## src/design/tflc_pkg.sv

```systemverilog
// Package for the three-level FIFO cache: constants, codes and shared types.
// No dependencies.
package tflc_pkg;

	localparam int L1_DEPTH_DEF = 32;
	localparam int L2_DEPTH_DEF = 128;
	localparam int L3_DEPTH_DEF = 512;
	localparam int TAG_BITS_DEF = 32;

	localparam int COST_W = 10;
	localparam int TOTAL_W = 32;
	localparam int FIELD_TAG_W = 32;
	localparam int CFG_IDX_W = 2;
	// wide enough for any cell index up to 8191 (levels up to 8192 cells deep)
	localparam int CTL_IDX_W = 13;

	localparam logic [CFG_IDX_W-1:0] CFG_L1_COST = 2'd0;
	localparam logic [CFG_IDX_W-1:0] CFG_L2_COST = 2'd1;
	localparam logic [CFG_IDX_W-1:0] CFG_L3_COST = 2'd2;
	localparam logic [CFG_IDX_W-1:0] CFG_MEM_COST = 2'd3;

	localparam logic [COST_W-1:0] L1_COST_RST = 10'd4;
	localparam logic [COST_W-1:0] L2_COST_RST = 10'd12;
	localparam logic [COST_W-1:0] L3_COST_RST = 10'd40;
	localparam logic [COST_W-1:0] MEM_COST_RST = 10'd200;

	localparam logic CMD_ACCESS = 1'b0;
	localparam logic CMD_PRELOAD = 1'b1;

	localparam logic [1:0] LVL_L1 = 2'd0;
	localparam logic [1:0] LVL_L2 = 2'd1;
	localparam logic [1:0] LVL_L3 = 2'd2;
	localparam logic [1:0] LVL_MEM = 2'd3;

	localparam logic [1:0] OP_NONE = 2'd0;
	localparam logic [1:0] OP_DROP = 2'd1;
	localparam logic [1:0] OP_ROOM = 2'd2;
	localparam logic [1:0] OP_APPEND = 2'd3;

	typedef struct packed {
		logic                 shift;
		logic [CTL_IDX_W-1:0] shift_from;
		logic                 write;
		logic [CTL_IDX_W-1:0] write_idx;
	} cell_ctl_t;

endpackage

```

## src/design/tflc_cell.sv

```systemverilog
// A FIFO row cell: holds a tag; takes new_tag on write, next_tag on a shift.
// Depends on tflc_pkg.
module tflc_cell #(
	parameter int TAG_W = 32,
	parameter int INDEX = 0
) (
	input  logic                clk,
	input  tflc_pkg::cell_ctl_t ctl,
	input  logic [TAG_W-1:0]    next_tag,
	input  logic [TAG_W-1:0]    new_tag,
	input  logic [TAG_W-1:0]    key,
	output logic [TAG_W-1:0]    tag,
	output logic                match
);
	import tflc_pkg::*;

	localparam logic [CTL_IDX_W-1:0] MY_IDX = CTL_IDX_W'(INDEX);

	logic [TAG_W-1:0] tag_q;

	always_ff @(posedge clk) begin
		if (ctl.write && ctl.write_idx == MY_IDX) begin
			tag_q <= new_tag;
		end else if (ctl.shift && MY_IDX >= ctl.shift_from) begin
			tag_q <= next_tag;
		end
	end

	assign tag = tag_q;
	assign match = (tag_q == key);

endmodule

```

## src/design/tflc_level.sv

```systemverilog
// One cache level: a row of tag cells in arrival order, oldest in cell 0.
// Depends on tflc_pkg and tflc_cell.
module tflc_level #(
	parameter int DEPTH = 32,
	parameter int TAG_W = 32
) (
	input  logic             clk,
	input  logic             arst_n,
	input  logic             lookup,
	input  logic [1:0]       op,
	input  logic [TAG_W-1:0] key,
	output logic             hit,
	output logic             full,
	output logic [TAG_W-1:0] oldest
);
	import tflc_pkg::*;

	localparam int FW = $clog2(DEPTH + 1);
	localparam int IW = (DEPTH > 1) ? $clog2(DEPTH) : 1;
	localparam logic [FW-1:0] FILL_MAX = FW'(DEPTH);

	logic [FW-1:0]    fill_q;
	logic [FW-1:0]    fill_d;
	logic [IW-1:0]    pos_q;
	logic             hit_q;
	logic [DEPTH-1:0] match;
	logic [DEPTH-1:0] raw_match;
	logic [IW-1:0]    pos_enc;
	cell_ctl_t        ctl;
	logic [TAG_W-1:0] tags [DEPTH];

	genvar gi;
	generate
		for (gi = 0; gi < DEPTH; gi++) begin : g_cell
			logic [TAG_W-1:0] nxt;
			if (gi == DEPTH - 1) begin : g_last
				assign nxt = key;
			end else begin : g_mid
				assign nxt = tags[gi+1];
			end
			tflc_cell #(.TAG_W(TAG_W), .INDEX(gi)) u_cell (
				.clk(clk), .ctl(ctl), .next_tag(nxt), .new_tag(key), .key(key),
				.tag(tags[gi]), .match(raw_match[gi])
			);
			assign match[gi] = raw_match[gi] && (FW'(gi) < fill_q);
		end
	endgenerate

	// tags in a level are unique, so OR-ing indexes of matches gives the hit position
	always_comb begin
		pos_enc = '0;
		for (int i = 0; i < DEPTH; i++) begin
			if (match[i]) pos_enc = pos_enc | IW'(i);
		end
	end

	assign full = (fill_q == FILL_MAX);
	assign oldest = tags[0];
	assign hit = hit_q;

	always_comb begin
		ctl = '0;
		fill_d = fill_q;
		case (op)
			OP_DROP: begin
				if (hit_q) begin
					ctl.shift = 1'b1;
					ctl.shift_from = CTL_IDX_W'(pos_q);
					fill_d = fill_q - 1'b1;
				end
			end
			OP_ROOM: begin
				if (full) begin
					ctl.shift = 1'b1;
					fill_d = fill_q - 1'b1;
				end
			end
			OP_APPEND: begin
				ctl.write = 1'b1;
				if (full) begin
					ctl.shift = 1'b1;
					ctl.write_idx = CTL_IDX_W'(DEPTH - 1);
				end else begin
					ctl.write_idx = CTL_IDX_W'(fill_q);
					fill_d = fill_q + 1'b1;
				end
			end
			default: begin
			end
		endcase
	end

	always_ff @(posedge clk or negedge arst_n) begin
		if (!arst_n) begin
			fill_q <= '0;
			hit_q <= 1'b0;
		end else begin
			fill_q <= fill_d;
			if (lookup) hit_q <= |match;
		end
	end

	always_ff @(posedge clk) begin
		if (lookup) pos_q <= pos_enc;
	end

	a_fill_bound: assert property (@(posedge clk) disable iff (!arst_n)
		fill_q <= FILL_MAX) else $error("fill count beyond depth");
	a_fill_step: assert property (@(posedge clk) disable iff (!arst_n)
		fill_q != $past(fill_q) |-> (fill_q == $past(fill_q) + 1'b1 ||
		fill_q == $past(fill_q) - 1'b1)) else $error("fill moved by more than one");
	a_unique: assert property (@(posedge clk) disable iff (!arst_n)
		lookup |-> $onehot0(match)) else $error("tag held twice in one level");

endmodule

```

## config.mk

```make
export PLATFORM = sky130hd
export DESIGN_NAME = tflc_level
export DESIGN_NICKNAME = d
export VERILOG_FILES = /design/src/design/tflc_pkg.sv /design/src/design/tflc_cell.sv /design/src/design/tflc_level.sv
export SDC_FILE = /design/constraint.sdc
export NUM_CORES = 2
export LEC_CHECK = 0
export BUFFER_PORTS_ARGS = -buffer_cell sky130_fd_sc_hd__clkbuf_2
export CELL_PAD_IN_SITES_DETAIL_PLACEMENT = 0
export CELL_PAD_IN_SITES_GLOBAL_PLACEMENT = 1
export CORE_MARGIN = 3
export CORE_UTILIZATION = 56
export CTS_CLUSTER_SIZE = 14
export DETAILED_ROUTE_END_ITERATION = 7
export PLACE_DENSITY_LB_ADDON = 0.1
export SLEW_MARGIN = 10
export SYNTH_ARGS = -nofsm -noshare
export SYNTH_HDL_FRONTEND = slang
export SYNTH_SLANG_ARGS = --single-unit
```

## constraint.sdc

```tcl
create_clock -name clk -period 11.65 [get_ports clk]
set_clock_uncertainty 0.1 [all_clocks]
set_input_delay 1.165 -clock clk [delete_from_list [all_inputs] [get_ports clk]]
set_output_delay 1.165 -clock clk [all_outputs]
set_load 0.02 [all_outputs]
```

Yosys cells after proc, flatten, opt, wreduce, memory -nomap -nowiden
Index checks and enable logic that the tools add are counted.

operators by class
  $add $sub $neg = 2
  $lt $le $gt $ge = 64
  eq/ne operators = 70
  muxes and demuxes = 103
  reduce and logical (&&, ||, !) cells = 137

operators with widths
  operator                                                                count
  32-bit 2-to-1 mux                                                       64
  32-bit == test                                                          32
  13-bit by 5-bit == test with 1-bit output (second input constant)       16
  5-bit by 13-bit >= comparator with 1-bit output (first input constant)  16
  13-bit by 4-bit == test with 1-bit output (second input constant)       8
  4-bit by 13-bit >= comparator with 1-bit output (first input constant)  8
  1-bit logical AND                                                       96
  5-bit by 6-bit < comparator with 1-bit output (first input constant)    16
  5-bit 2-to-1 mux                                                        14
  2-bit nonzero test                                                      32
  13-bit by 3-bit == test with 1-bit output (second input constant)       4
  3-bit by 13-bit >= comparator with 1-bit output (first input constant)  4
  4-bit by 6-bit < comparator with 1-bit output (first input constant)    8
  4-bit 2-to-1 mux                                                        8
  32-bit OR reduction                                                     1
  14-bit 2-to-1 mux                                                       2
  13-bit by 2-bit == test with 1-bit output (second input constant)       2
  1-bit by 13-bit >= comparator with 1-bit output (first input constant)  2
  2-bit by 13-bit >= comparator with 1-bit output (first input constant)  2
  3-bit by 6-bit < comparator with 1-bit output (first input constant)    4
  6-bit 2-to-1 mux                                                        4
  6-bit one-hot mux with 3 select lines                                   1
  16-bit OR reduction                                                     1
  13-bit by 1-bit == test with 1-bit output (second input constant)       1
  19 further kinds                                                        30

word-level totals
  register bits = 1036
  bits of input ports = 37
  output and inout port bits = 34
  word-level logic and storage cells = 415

Depth between registers and ports, before layout
  depth in word-level cells = 31
  depth in mapped cells = 11
  depth with buffers taken out = 10

Hierarchy
A second synthesis with hierarchy kept.

second synthesis, totals
  cell total of the unflattened synthesis = 4029
  area, all modules = 62770.2 um2

modules (own cells, without submodules)
  module                             times used  cells an instance  area each (um2)
  tflc_cell (g_cell[14].u_cell ...)  2           121                1925.6
  tflc_cell (g_cell[20].u_cell)      1           122                1946.9
  tflc_cell (g_cell[24].u_cell)      1           119                1939.4
  tflc_cell (g_cell[4].u_cell)       1           122                1939.4
  tflc_cell (g_cell[8].u_cell)       1           120                1939.4
  tflc_cell (g_cell[10].u_cell)      1           121                1930.6
  tflc_cell (g_cell[12].u_cell)      1           121                1929.4
  tflc_cell (g_cell[16].u_cell)      1           119                1928.1
  tflc_cell (g_cell[6].u_cell)       1           122                1928.1
  tflc_cell (g_cell[9].u_cell)       1           121                1926.8
  tflc_cell (g_cell[13].u_cell)      1           120                1923.1
  tflc_cell (g_cell[11].u_cell)      1           120                1921.8
  tflc_cell (g_cell[30].u_cell)      1           120                1918.1
  tflc_cell (g_cell[7].u_cell)       1           119                1918.1
  +18 rows                           --          --                 --

Worst setup path after synthesis
OpenSTA, ideal clock, no wires.

  path kind = flip-flop to flip-flop
  start point = register fill_q[1]
  end point = register g_cell[6].u_cell.tag_q[0] (enable)
  setup time = 466 ps
  data arrival time = 4667 ps
  data required time = 11084 ps
  path slack = 6417 ps
  cell stages (with the launch flop) = 11
  path buffers = 1
  cell sequence = dfrtp_1 > buf_2 > inv_1 > ha_1 > nand2_1 > nor4_4 > o21ai_0 > a21o_1 > nand2b_1 > nand2b_4 > o21ai_0

on the way
  word-level cells in the longest chain between the ends = 6

ends and longest elaborated chain
  what                                       line              source
  from (decl)                                tflc_level.sv:22  logic [FW-1:0] fill_q;
  from (signal assigned)                     tflc_level.sv:98  fill_q <= fill_d;
  6-bit == test (*)                          tflc_level.sv:57  assign full = (fill_q == FILL_MAX);
  named net full                             tflc_level.sv:13  output logic full,
  6-bit 2-to-1 mux                           tflc_level.sv:80  if (full) begin
  14-bit 2-to-1 mux                          tflc_level.sv:64  case (op)
  13-bit by 3-bit == test with 1-bit output  tflc_cell.sv:22   if (ctl.write && ctl.write_idx == MY_IDX) begin
  1-bit logical AND                          tflc_cell.sv:22
  2-bit nonzero test (no source line) (*)    --
  to (signal assigned)                       tflc_cell.sv:23   tag_q <= new_tag;
  to (signal assigned)                       tflc_cell.sv:25   tag_q <= next_tag;
  to (decl)                                  tflc_cell.sv:19   logic [TAG_W-1:0] tag_q;

The timed path passes the listed nets; every way through them passes the cells marked *.
A chain may end at the register's enable or synchronous reset.

Worst setup path in the final report
  start point = register fill_q[1]
  end point = register g_cell[7].u_cell.tag_q[5] (enable)

on the way
  word-level cells in the longest chain between the ends = 6

ends and longest elaborated chain
  what                                       line
  6-bit == test                              tflc_level.sv:57
  6-bit 2-to-1 mux                           tflc_level.sv:80
  14-bit 2-to-1 mux                          tflc_level.sv:64
  13-bit by 3-bit == test with 1-bit output  tflc_cell.sv:22
  1-bit logical AND                          tflc_cell.sv:22
  2-bit nonzero test (no source line) (*)    --
  to (signal assigned)                       tflc_cell.sv:23
  to (signal assigned)                       tflc_cell.sv:25
  to (decl)                                  tflc_cell.sv:19

Mark *: on every way between the ends. The rest lies on a longest branch, timed or not.

==> impl_results.md <==
- Status: completed
- Avg Synthesized Cell Area: 14.1 µm²
- RR Startpoint: fill_q[1]
- Required time of the critical path: ~12000 ps
- Share of cells above drive strength 1: 0.342
- Power Density: approximately 160 mW/mm²
- Flops & latches, synth: 1036
- GRT Resource Usage Total: 0.325
- Syn Std Cell Area: approximately 0.057 mm²
- Period utilisation layout: 0.467
- Post-CTS setup buffers: 0
- Kind of critical path: register to register
- Antenna diodes: 0
- Least-Margin Pin Slew: ~1100 ps
- CP Data Arrival Time: 5650 ps
- Placer Congestion: between 0.9 and 1
- Post-DP HPWL: ~110 mm
- GR Overflow Total: 0
- Post-DRT Antenna Nets: 0
- Worst setup margin: between 6000 and 7000 ps
- Async S/R FF share, synth: 0.00676
- Io pins: a little over 70
- Syn Inst Count: approximately 4000
- Clock latency on the worst-skew pair: 700 ps
- Num CTS Buffers: 113
- CTS tree: yes
- Multi-input gate area: 0.0239 mm²
- Post-cts resize count: 0
- Num Clock Sinks: 1036
- Max Slew Vio Count: 0
- Clock Pin Slew Worst Setup and Hold Paths: roughly 70 ps
- DR pass1 iterations: 6
- Core area: ~0.099 mm²
- Post-synth EDFFs: ~1000
- Critical Path Start: fill_q[1]
- Hold buffer count at CTS: 0
- Final core occ: 0.622
- Maximum vdd drop: around 120 µV
- Area growth syn-to-layout: 9.19%
- Port bufs: 70
- Clk root buf: clkbuf_16
- Clock buffer depth: 3
- Die Ht: between 300 and 400 µm
- Die Area: between 0.1 and 0.15 mm²
- RSZ-0062 raised after global routing: false
- Most frequent cells in the layout: 1029 x edfxtp_1, 984 x mux2_2, 757 x xnor2_1
- Detailed-route DRC error count: 0
- Post-DR wirelength/cell: 31.9 µm
- Register area share after synthesis: 0.549
- Flip-flop and latch area: between 0.03 and 0.04 mm²
- CP Capture Type: register
- Max frequency: 184 MHz
- P_leak: 0.0200 µW
- Top_reg_cell synth: edfxtp_1
- Synth Warn #: 0
- CP Max Fanout: 33
- Die X-Extent: ~320 µm
- Yosys cell types: 62
- Starting Density: 0.570
- H-tree depth: 3
- Final hold violation count: 0
- Critical path launch point type: register
- HP Class: input pin to async pin
- Most common cell after layout, fill and taps aside: edfxtp_1
- Via Count: 34039
- Tmin final: 5440 ps
- # nets final: between 4000 and 5000
- Largest net degree at the start of global routing: 48
- Setup TNS Final: 0 ps
- Max-slew headroom: 0.227
- Final wirelength: around 170 mm
- Syn nets: approximately 4000
- Row count: 115
- Vias in the first global route: around 35000
- First-pass GRT wire length: 247 mm
- Antenna violations before repair: 2
- Final Setup Violations: 0
- Pre-CTS WS: 6370 ps
- Maxcap violations: 0
- Via/cell ratio: ~6.4
- Initial DRC count: roughly 3700
- # fillers: between 7000 and 8000
power breakdown:
group / switching, µW / internal (µW) / leakage [µW]
logic: 797 / 478 / 0.00863
registers: 221 / 4380 / 0.00945
clock network: 1520 / 2320 / 0.00193
cell families (layout without fill, tap and decap cells):
logic type      count (synthesis)  after routing  synth area share
buf+inv                       350            396            0.0307
compound gates                 81             81           0.00977
mux                           994            994             0.198
fa+ha+maj                       9              9           0.00199
flops                        1036           1036             0.549
xor+xnor                     1030           1030             0.159
simple gates                  502            502            0.0513
per-stage QoR:
stage / hold WS (ps) / cell area [µm²] / instances / power [µW]
3_3_place_gp: 479 / 57900 / 5128 / 5910
3_5_place_dp: 486 / 57900 / 5128 / 5920
5_1_grt: 256 / 61800 / 5335 / 9980
6_report: 285 / 61800 / 5335 / 9720
2_1_floorplan: 451 / 56600 / 4002 / 5450
4_1_cts: 236 / 61800 / 5335 / 9730
critical path: stages, from the launching register on:
cell     delay, ps
dfrtp_1        650
inv_1          490
ha_1           540
nand2_1        160
nor4_4         440
a21oi_1         80
nor2b_1        800
nand2_2        690
nand2_1       1080
per-layer routing:
layer | global-route usage | routed length, µm | share of wire
met1 | 0.463 | 72700 | 0.43
met2 | 0.496 | 76000 | 0.45
met3 | 0.0597 | 13800 | 0.081
met4 | 0.129 | 7800 | 0.046
met5 | 0 | 10 | 0.000059
synth_stat cells, drive strengths merged, types with 32 or more instances:
library cell | n | share of area
edfxtp | 1029 | 0.55
o21ai | 32 | 0.0028
clkbuf | 107 | 0.0071
xnor2 | 757 | 0.12
xor2 | 273 | 0.042
nand4 | 186 | 0.021
nor3 | 44 | 0.0043
nand3 | 52 | 0.0047
mux2 | 992 | 0.20
nor2 | 36 | 0.0024
nand2 | 53 | 0.0037
buf | 235 | 0.023
nor4 | 89 | 0.010
state kept, by name (all words and copies together), names as in the netlist:
| signal | cells |
|---|---|
| hit | 1 |
| pos_q | 5 |
| fill_q | 6 |
| g_cell.u_cell.tag | 1024 |
layout make-up:
cell class | instances | area share
clock inverters | 67 | 0.0144
repair buffers | 181 | 0.0205
flip-flops and latches | 1036 | 0.503
well taps | 1287 | 0.0261
multi-input cells | 2616 | 0.387
inverters | 8 | 0.000486
clock buffers | 140 | 0.0491
path summary, 6_finish.rpt:
path / endpoint / slack, ps / depth (start not counted)
worst max-delay path: g_cell[7].u_cell.tag[5] / 6210 / 8
worst min-delay path: hit / 290 / 1
worst min register to register: g_cell[3].u_cell.tag[25] / 490 / 1
worst max register to register: g_cell[7].u_cell.tag[5] / 6210 / 8
max in group asynchronous: fill_q[1] / 10870 / 1
min in group clk: g_cell[3].u_cell.tag[25] / 490 / 1
Power figures use the tool's default switching activity.
